`src/rtl/bsc_pkg.sv`:
```
// Shared types, codes and constants of the balanced symbol checker.
`timescale 1ns / 1ps

package bsc_pkg;

    localparam int DEF_STACK_DEPTH   = 128;
    localparam int DEF_POSITION_BITS = 16;

    localparam int CHAR_W     = 8;
    localparam int KIND_W     = 2;
    localparam int STATUS_W   = 3;
    localparam int OUT_POS_W  = 16;
    localparam int OUT_CNT_W  = 8;
    localparam int IN_DATA_W  = 8;
    localparam int OUT_DATA_W = 32;

    localparam int OUT_POS_LSB = STATUS_W;
    localparam int OUT_CNT_LSB = STATUS_W + OUT_POS_W;
    localparam int OUT_USED_W  = STATUS_W + OUT_POS_W + OUT_CNT_W;

    localparam logic [KIND_W-1:0] KIND_PAREN   = 2'd0;
    localparam logic [KIND_W-1:0] KIND_BRACKET = 2'd1;
    localparam logic [KIND_W-1:0] KIND_BRACE   = 2'd2;
    localparam logic [KIND_W-1:0] KIND_COMMENT = 2'd3;

    localparam logic [STATUS_W-1:0] ST_OK       = 3'd0;
    localparam logic [STATUS_W-1:0] ST_MISMATCH = 3'd1;
    localparam logic [STATUS_W-1:0] ST_EMPTY    = 3'd2;
    localparam logic [STATUS_W-1:0] ST_UNCLOSED = 3'd3;
    localparam logic [STATUS_W-1:0] ST_OVERFLOW = 3'd4;

    localparam logic [CHAR_W-1:0] CH_LPAREN   = 8'h28;
    localparam logic [CHAR_W-1:0] CH_RPAREN   = 8'h29;
    localparam logic [CHAR_W-1:0] CH_LBRACKET = 8'h5B;
    localparam logic [CHAR_W-1:0] CH_RBRACKET = 8'h5D;
    localparam logic [CHAR_W-1:0] CH_LBRACE   = 8'h7B;
    localparam logic [CHAR_W-1:0] CH_RBRACE   = 8'h7D;
    localparam logic [CHAR_W-1:0] CH_SLASH    = 8'h2F;
    localparam logic [CHAR_W-1:0] CH_STAR     = 8'h2A;

    typedef struct packed {
        logic              push;
        logic              pop;
        logic [KIND_W-1:0] kind;
    } t_stk_ctl;

endpackage

```
`src/rtl/bsc_ctrl.sv`:
```
// Token decode, depth and error tracking, and the verdict output register.
`timescale 1ns / 1ps

module bsc_ctrl
    import bsc_pkg::*;
#(
    parameter int STACK_DEPTH   = DEF_STACK_DEPTH,
    parameter int POSITION_BITS = DEF_POSITION_BITS
) (
    input  logic                  i_clk,
    input  logic                  i_rst_n,
    input  logic                  i_in_valid,
    output logic                  o_in_ready,
    input  logic [CHAR_W-1:0]     i_char,
    input  logic                  i_last,
    input  logic [KIND_W-1:0]     i_top,
    output t_stk_ctl              o_stk,
    output logic                  o_out_valid,
    input  logic                  i_out_ready,
    output logic [STATUS_W-1:0]   o_status,
    output logic [OUT_POS_W-1:0]  o_position,
    output logic [OUT_CNT_W-1:0]  o_count
);

    localparam int DEPTH_W = $clog2(STACK_DEPTH + 1);

    logic [DEPTH_W-1:0]       r_depth, n_depth;
    logic                     r_pend_slash, n_pend_slash;
    logic                     r_pend_star, n_pend_star;
    logic                     r_err, n_err;
    logic [STATUS_W-1:0]      r_err_code, n_err_code;
    logic [POSITION_BITS-1:0] r_err_idx, n_err_idx;
    logic [POSITION_BITS-1:0] r_byte_idx, n_byte_idx;
    logic                     r_out_valid, n_out_valid;
    logic [STATUS_W-1:0]      r_status, n_status;
    logic [OUT_POS_W-1:0]     r_position, n_position;
    logic [OUT_CNT_W-1:0]     r_count, n_count;

    logic                     w_accept;
    logic                     w_open;
    logic                     w_close;
    logic [KIND_W-1:0]        w_kind;
    logic                     w_set_slash;
    logic                     w_set_star;

    assign o_in_ready = !r_out_valid || i_out_ready;
    assign w_accept   = i_in_valid && o_in_ready;

    always_comb begin
        w_open      = 1'b0;
        w_close     = 1'b0;
        w_kind      = KIND_PAREN;
        w_set_slash = 1'b0;
        w_set_star  = 1'b0;
        if (r_pend_slash && i_char == CH_STAR) begin
            w_open = 1'b1;
            w_kind = KIND_COMMENT;
        end else if (r_pend_star && i_char == CH_SLASH) begin
            w_close = 1'b1;
            w_kind  = KIND_COMMENT;
        end else begin
            unique case (i_char)
                CH_LPAREN: begin
                    w_open = 1'b1;
                    w_kind = KIND_PAREN;
                end
                CH_LBRACKET: begin
                    w_open = 1'b1;
                    w_kind = KIND_BRACKET;
                end
                CH_LBRACE: begin
                    w_open = 1'b1;
                    w_kind = KIND_BRACE;
                end
                CH_RPAREN: begin
                    w_close = 1'b1;
                    w_kind  = KIND_PAREN;
                end
                CH_RBRACKET: begin
                    w_close = 1'b1;
                    w_kind  = KIND_BRACKET;
                end
                CH_RBRACE: begin
                    w_close = 1'b1;
                    w_kind  = KIND_BRACE;
                end
                CH_SLASH: w_set_slash = 1'b1;
                CH_STAR:  w_set_star  = 1'b1;
                default: begin
                end
            endcase
        end
    end

    always_comb begin
        n_depth      = r_depth;
        n_pend_slash = r_pend_slash;
        n_pend_star  = r_pend_star;
        n_err        = r_err;
        n_err_code   = r_err_code;
        n_err_idx    = r_err_idx;
        n_byte_idx   = r_byte_idx;
        n_out_valid  = r_out_valid && !i_out_ready;
        n_status     = r_status;
        n_position   = r_position;
        n_count      = r_count;
        o_stk.push   = 1'b0;
        o_stk.pop    = 1'b0;
        o_stk.kind   = w_kind;

        if (w_accept) begin
            if (!r_err) begin
                n_pend_slash = w_set_slash;
                n_pend_star  = w_set_star;
                if (w_open) begin
                    if (r_depth == DEPTH_W'(STACK_DEPTH)) begin
                        n_err      = 1'b1;
                        n_err_code = ST_OVERFLOW;
                        n_err_idx  = r_byte_idx;
                    end else begin
                        o_stk.push = 1'b1;
                        n_depth    = r_depth + 1'b1;
                    end
                end else if (w_close) begin
                    if (r_depth == '0) begin
                        n_err      = 1'b1;
                        n_err_code = ST_EMPTY;
                        n_err_idx  = r_byte_idx;
                    end else begin
                        o_stk.pop = 1'b1;
                        n_depth   = r_depth - 1'b1;
                        if (i_top != w_kind) begin
                            n_err      = 1'b1;
                            n_err_code = ST_MISMATCH;
                            n_err_idx  = r_byte_idx;
                        end
                    end
                end
            end
            n_byte_idx = r_byte_idx + 1'b1;

            if (i_last) begin
                n_out_valid = 1'b1;
                if (n_err) begin
                    n_status   = n_err_code;
                    n_position = OUT_POS_W'(n_err_idx);
                end else if (n_depth != '0) begin
                    n_status   = ST_UNCLOSED;
                    n_position = OUT_POS_W'(r_byte_idx);
                end else begin
                    n_status   = ST_OK;
                    n_position = '0;
                end
                n_count      = (32'(n_depth) > 32'd255) ? OUT_CNT_W'(255)
                                                         : OUT_CNT_W'(n_depth);
                n_depth      = '0;
                n_pend_slash = 1'b0;
                n_pend_star  = 1'b0;
                n_err        = 1'b0;
                n_err_code   = ST_OK;
                n_err_idx    = '0;
                n_byte_idx   = '0;
            end
        end
    end

    always_ff @(posedge i_clk) begin
        if (!i_rst_n) begin
            r_depth      <= '0;
            r_pend_slash <= 1'b0;
            r_pend_star  <= 1'b0;
            r_err        <= 1'b0;
            r_err_code   <= ST_OK;
            r_err_idx    <= '0;
            r_byte_idx   <= '0;
            r_out_valid  <= 1'b0;
        end else begin
            r_depth      <= n_depth;
            r_pend_slash <= n_pend_slash;
            r_pend_star  <= n_pend_star;
            r_err        <= n_err;
            r_err_code   <= n_err_code;
            r_err_idx    <= n_err_idx;
            r_byte_idx   <= n_byte_idx;
            r_out_valid  <= n_out_valid;
        end
    end

    always_ff @(posedge i_clk) begin
        r_status   <= n_status;
        r_position <= n_position;
        r_count    <= n_count;
    end

    assign o_out_valid = r_out_valid;
    assign o_status    = r_status;
    assign o_position  = r_position;
    assign o_count     = r_count;

endmodule

```
`config.mk`:
```
export PLATFORM = sky130hd
export DESIGN_NAME = bsc_ctrl
export DESIGN_NICKNAME = d
export VERILOG_FILES = /design/src/rtl/bsc_pkg.sv /design/src/rtl/bsc_ctrl.sv
export SDC_FILE = /design/constraint.sdc
export NUM_CORES = 1
export LEC_CHECK = 0
export BUFFER_PORTS_ARGS = -buffer_cell sky130_fd_sc_hd__buf_2
export CAP_MARGIN = 20
export CORE_MARGIN = 2
export CORE_UTILIZATION = 48
export CTS_CLUSTER_SIZE = 16
export DETAILED_ROUTE_END_ITERATION = 10
export GPL_TIMING_DRIVEN = 0
export PLACE_DENSITY = 0.7
export SYNTH_ARGS = -nofsm -noshare
export SYNTH_HDL_FRONTEND = slang
export SYNTH_SLANG_ARGS = --single-unit
```
`constraint.sdc`:
```
create_clock -name i_clk -period 2.67 [get_ports i_clk]
set_input_delay 0.1335 -clock i_clk [delete_from_list [all_inputs] [get_ports i_clk]]
set_output_delay 0.1335 -clock i_clk [all_outputs]
set_load 0.02 [all_outputs]
```
* After elaboration in Yosys (flattened, before gate mapping) *
Index checks and enable logic that the tools add are counted.

word-level totals
  flip-flop bits (word level) = 74
  logic and storage cells = 102

operators by class
  add/subtract/negate cells = 3
  equal/unequal tests = 11
  mux-type cells = 62
  reduce and logical (&&, ||, !) cells = 15

operators by type and width
  operator                                                                number
  16-bit two-way mux                                                      10
  8-bit two-way mux                                                       7
  8-bit by 6-bit equality test with 1-bit output (second input constant)  4
  8-bit by 7-bit equality test with 1-bit output (second input constant)  4
  1-bit two-way mux                                                       31
  3-bit two-way mux                                                       8
  16-bit by 1-bit adder with 16-bit output (second input constant)        1
  2-bit two-way mux                                                       5
  8-bit by 1-bit adder with 8-bit output (second input constant)          1
  8-bit equality test (second input constant)                             1
  8-bit logical NOT                                                       1
  8-bit nonzero test                                                      1
  8-bit by 1-bit subtractor with 8-bit output (second input constant)     1
  3-bit OR reduction                                                      2
  1-bit logical AND                                                       4
  2-bit one-hot mux with 2 select lines                                   1
  2-bit AND reduction                                                     2
  2-bit OR reduction                                                      2
  1-bit logical NOT                                                       2
  2-bit != test                                                           1
  2-bit != test (second input constant)                                   1
  1-bit logical OR                                                        1

* Logic depth before layout (Yosys ltp) *
  depth after elaboration = 13
  depth in mapped cells = 11

* Least setup slack after synthesis *
Ideal clock, no wire load.

  kind = register to register
  start = reg r_depth[5]
  end = reg r_position[10], in the netlist o_position[10], data pin
  library setup time = 0.264 ns
  arrival = 2.443 ns
  path slack = -0.038 ns
  stages on the path, launching flop included = 10
  clock period less this slack = 2.708 ns
  cells stage by stage = dfxtp_1 or4_1 clkbuf_1 nor3_2 nor2_1 mux2i_1 o21ai_0 nor4_4 buf_6 a31oi_1

on the way
  longest elaborated chain between the ends = 9

ends and longest elaborated chain
  item                                                                              line                              source
  start: declaration                                                                bsc_ctrl.sv:27                    logic [DEPTH_W-1:0] r_depth, n_depth;
  start signal: assignment                                                          bsc_ctrl.sv:178                   r_depth <= n_depth;
  8-bit by 1-bit subtractor with 8-bit output or 8-bit logical NOT (tied branches)  bsc_ctrl.sv:131, bsc_ctrl.sv:125
  8-bit two-way mux                                                                 bsc_ctrl.sv:125                   if (r_depth == '0) begin
  8-bit two-way mux                                                                 bsc_ctrl.sv:124                   end else if (w_close) begin
  8-bit two-way mux                                                                 bsc_ctrl.sv:115                   if (w_open) begin
  8-bit two-way mux                                                                 bsc_ctrl.sv:112                   if (!r_err) begin
  8-bit two-way mux                                                                 bsc_ctrl.sv:111                   if (w_accept) begin
  8-bit nonzero test                                                                bsc_ctrl.sv:147                   end else if (n_depth != '0) begin
  16-bit two-way mux                                                                bsc_ctrl.sv:147
  16-bit two-way mux (*)                                                            bsc_ctrl.sv:144                   if (n_err) begin
  end signal: assignment                                                            bsc_ctrl.sv:191                   r_position <= n_position;
  end: declaration                                                                  bsc_ctrl.sv:36                    logic [OUT_POS_W-1:0] r_position, n_position;

Mark *: on every way between the ends. The rest lies on a longest branch, timed or not. The select of a mux whose other input is x is not followed.
A chain may end at the register's enable or synchronous reset.

* Worst setup path after layout *
  start = reg r_depth[5]
  end = reg r_position[7], in the netlist o_position[7], data pin

Same word-level chain as after synthesis.

==> impl_metrics.tcl <==
set metrics [dict create \
    status "finished clean" \
    synthTopCellsByCount "dfxtp_1, nor2_1, edfxtp_1, nand2_1, a31oi_1" \
    synth_area_leaders "dfxtp_1, edfxtp_1, mux2i_1, a22o_1, a31oi_1" \
    crit_chain "or4_4 > or3_4 > and4_4 > o32ai_4 > nor4_4 > buf_6 > buf_12 > a31oi_1" \
    cp-end-kind "flip-flop" \
    whs_ns 0.108 \
    vdd_drop_max_mv 0.225 \
    seqPwrFrac 0.531 \
    powerDensity_mw_per_mm2 438 \
    fillers 662 \
    place_ws_ns -0.518 \
    crit_path_max_fanout 10 \
    combPwrFrac 0.080 \
    setup_viol 0 \
    cts_root_buffer "clkbuf_8" \
    drtIter0Drc 322 \
    reg2reg_depth 8 \
    route.detailed.drc 0 \
    insertion_delay_ns 0.35 \
    wl_mm 10.4 \
    detail-route-antenna-nets 0 \
    grt_pass1_vias 3173 \
    dieWidth_um 95.0 \
    power_mw 2.23 \
    r2r_end "o_position[7]" \
    syn_area_mm2 0.00397 \
    cap_violations 0 \
    switchingPower_uw 512 \
    area_delta_synth_final_pct 28.0 \
    overflow 0 \
    clkPwrFrac 0.389 \
    htree_levels 3 \
    antenna_found_initial 0 \
    syn_inst 398 \
    vias 3563 \
    synth.most_common_cell "dfxtp_1" \
    clk_pin_slew_ns 0.07 \
    die_h_um 95.0 \
    start_util 0.488 \
    synth_edf_count 27 \
    dpl-instance-area_mm2 0.00437 \
    p_sw_frac 0.230 \
    ys_ff_latch 74 \
    crit_slowest_cell "or4_4" \
    r2r_slack_ns 0.03 \
    track_usage 0.234 \
    ys_types 73 \
    synth_top_area_cell "dfxtp_1" \
    drive_gt1_frac 0.326 \
    num_rows 33 \
    io_pins 48 \
    synth_warnings 0 \
    synthArstFlopShare 0 \
    maxClockFrequency_mhz 378 \
    dieArea_mm2 0.00902 \
    syn_avg_cell_area_um2 9.98 \
    cp-startpoint "r_depth[5]" \
    worst_ep_required_time_ns 2.86 \
    fin_area_mm2 0.00508 \
    synth_nets 417 \
    hold_violations 0 \
    maxSlewHeadroom 0.522 \
    cts_num_sinks 74 \
    cts-buffers-inserted 9 \
    placed_cells 548 \
    grt_max_degree 28 \
    port_buffers 45 \
    layout_setup_ws_ns 0.0264 \
    worst_slew_pin_slew_ns 0.715 \
    drt_first_pass_iters 5 \
    netlist.area_leader.share 0.237 \
    cts_buffer_depth 2 \
    core_area_mm2 0.00813 \
    p_leak_nw 1.87 \
    arrival_ns 2.83 \
    diodes 0 \
    crit_type "reg -> reg" \
    slowest_delay_ns 0.57 \
    slew_viol_final 0 \
    layout_min_cycle_time_ns 2.64 \
    finalNonFillerCells 587 \
    fin_crit_sh 0.990 \
    wl_per_cell_um 17.8 \
    rsz0062_at_grt "true" \
    finClkSkew_ns 0.00838 \
    cts_tree "built" \
    grt_pass1_wl_mm 16.1 \
    final_util 0.625 \
    crit_end "o_position[7]" \
    setup-tns-final_ns 0 \
    gp_congestion 0.906 \
    nets 497 \
    synthFlopType "dfxtp_1" \
    timing.rr.start "r_depth[5]" \
    hpwl_mm 6.81 \
    ys_seq_area_frac 0.441 \
    postCtsHoldBufs 0 \
    viasPerCell 6.07 \
    cp-start-kind "flip-flop" \
    hp-class "in -> reg" \
    p_int_mw 1.71 \
]
-- registers in the layout, summed over array words and instances (netlist names) --
name	cells
r_err_idx	16
o_position	16
r_pend_star	1
r_err_code	3
r_pend_slash	1
r_depth	8
r_byte_idx	16
o_status	3
o_count	8
r_err	1
o_out_valid	1
-- timing repair --
action / CTS / global route
endpoints found under the setup margin: 18 / 28
buffers inserted: 13 / 14
gates resized for setup: 27 / 39
pin swaps: 11 / 12
cloned: 0 / 1
-- critical path: cells and delay by family (launching register included) --
| family | cells | cell delay [ns] |
|---|---|---|
| buffers and inverters | 2 | 0.30 |
| AND/OR/NAND/NOR | 4 | 1.27 |
| flip-flops | 1 | 0.37 |
| AO/OA/AOI/OAI | 2 | 0.55 |
-- metal layers --
metal  track usage  routed length (um)  share of wire  up-vias
li1              -                   -              -     1683
met1         0.337                4840           0.46     1742
met2         0.349                4950           0.47      128
met3        0.0463                 565          0.054       10
met4        0.0809                  92         0.0088        0
met5             0                   0              0        -
-- cell usage in the layout, fill, tap and decap left out, drive strengths merged, types with 3 or more instances in the layout --
cell type	instances
a22o	18
or3	4
nor2b	3
xor2	12
o211ai	3
edfxtp	27
nand2b	5
nand2	24
a22oi	10
buf	85
o21ai	10
dfxtp	47
nor4	4
mux2i	21
and4	4
a21oi	12
nand4	5
nor3	16
nand3	14
o32ai	3
clkbuf	24
and3	10
a31oi	24
ha	4
inv	10
nor2	36
xnor2	4
-- power groups by stage --
stage | combinational [mW] | sequential (mW) | clock (mW)
3_3_place_gp | 0.154 | 1.21 | 0
5_1_grt | 0.193 | 1.18 | 0.927
3_5_place_dp | 0.157 | 1.21 | 0
2_1_floorplan | 0.0835 | 1.23 | 0
4_1_cts | 0.163 | 1.19 | 0.877
6_report | 0.178 | 1.18 | 0.865
-- worst min path at each step --
stage | startpoint | end | slack [ns] | cells after the start
floorplan | i_rst_n | r_err_code[1] | 0.30 | 1
global placement | i_rst_n | r_err_code[1] | 0.45 | 2
detailed placement | i_rst_n | r_err_code[1] | 0.46 | 2
CTS | i_rst_n | r_err_code[0] | 0.1 | 2
global route | i_rst_n | r_err_code[0] | 0.11 | 2
finish | i_rst_n | r_err_code[0] | 0.11 | 2
-- kinds of logic after synthesis --
logic type | Yosys count | share of synthesized area
and+or+nand+nor | 141 | 0.194
AOI/OAI and AO/OA | 104 | 0.207
DFF | 74 | 0.441
buffers and inverters | 38 | 0.0564
muxes | 21 | 0.0539
xor gates and xnor gates | 16 | 0.0353
adders and majority gates | 4 | 0.0126
-- final cells by class --
cell class	count	area (um^2)	area share
multi-input combinational	286	2280	0.449
sequential	74	1770	0.348
timing repair buffer	73	490	0.0965
buffer	24	174	0.0342
clock buffer	13	159	0.0313
tap	105	131	0.0258
inverter	10	42.5	0.00837
clock inverter	2	37.5	0.00738
Note: power is estimated with default switching activity, not from simulation.
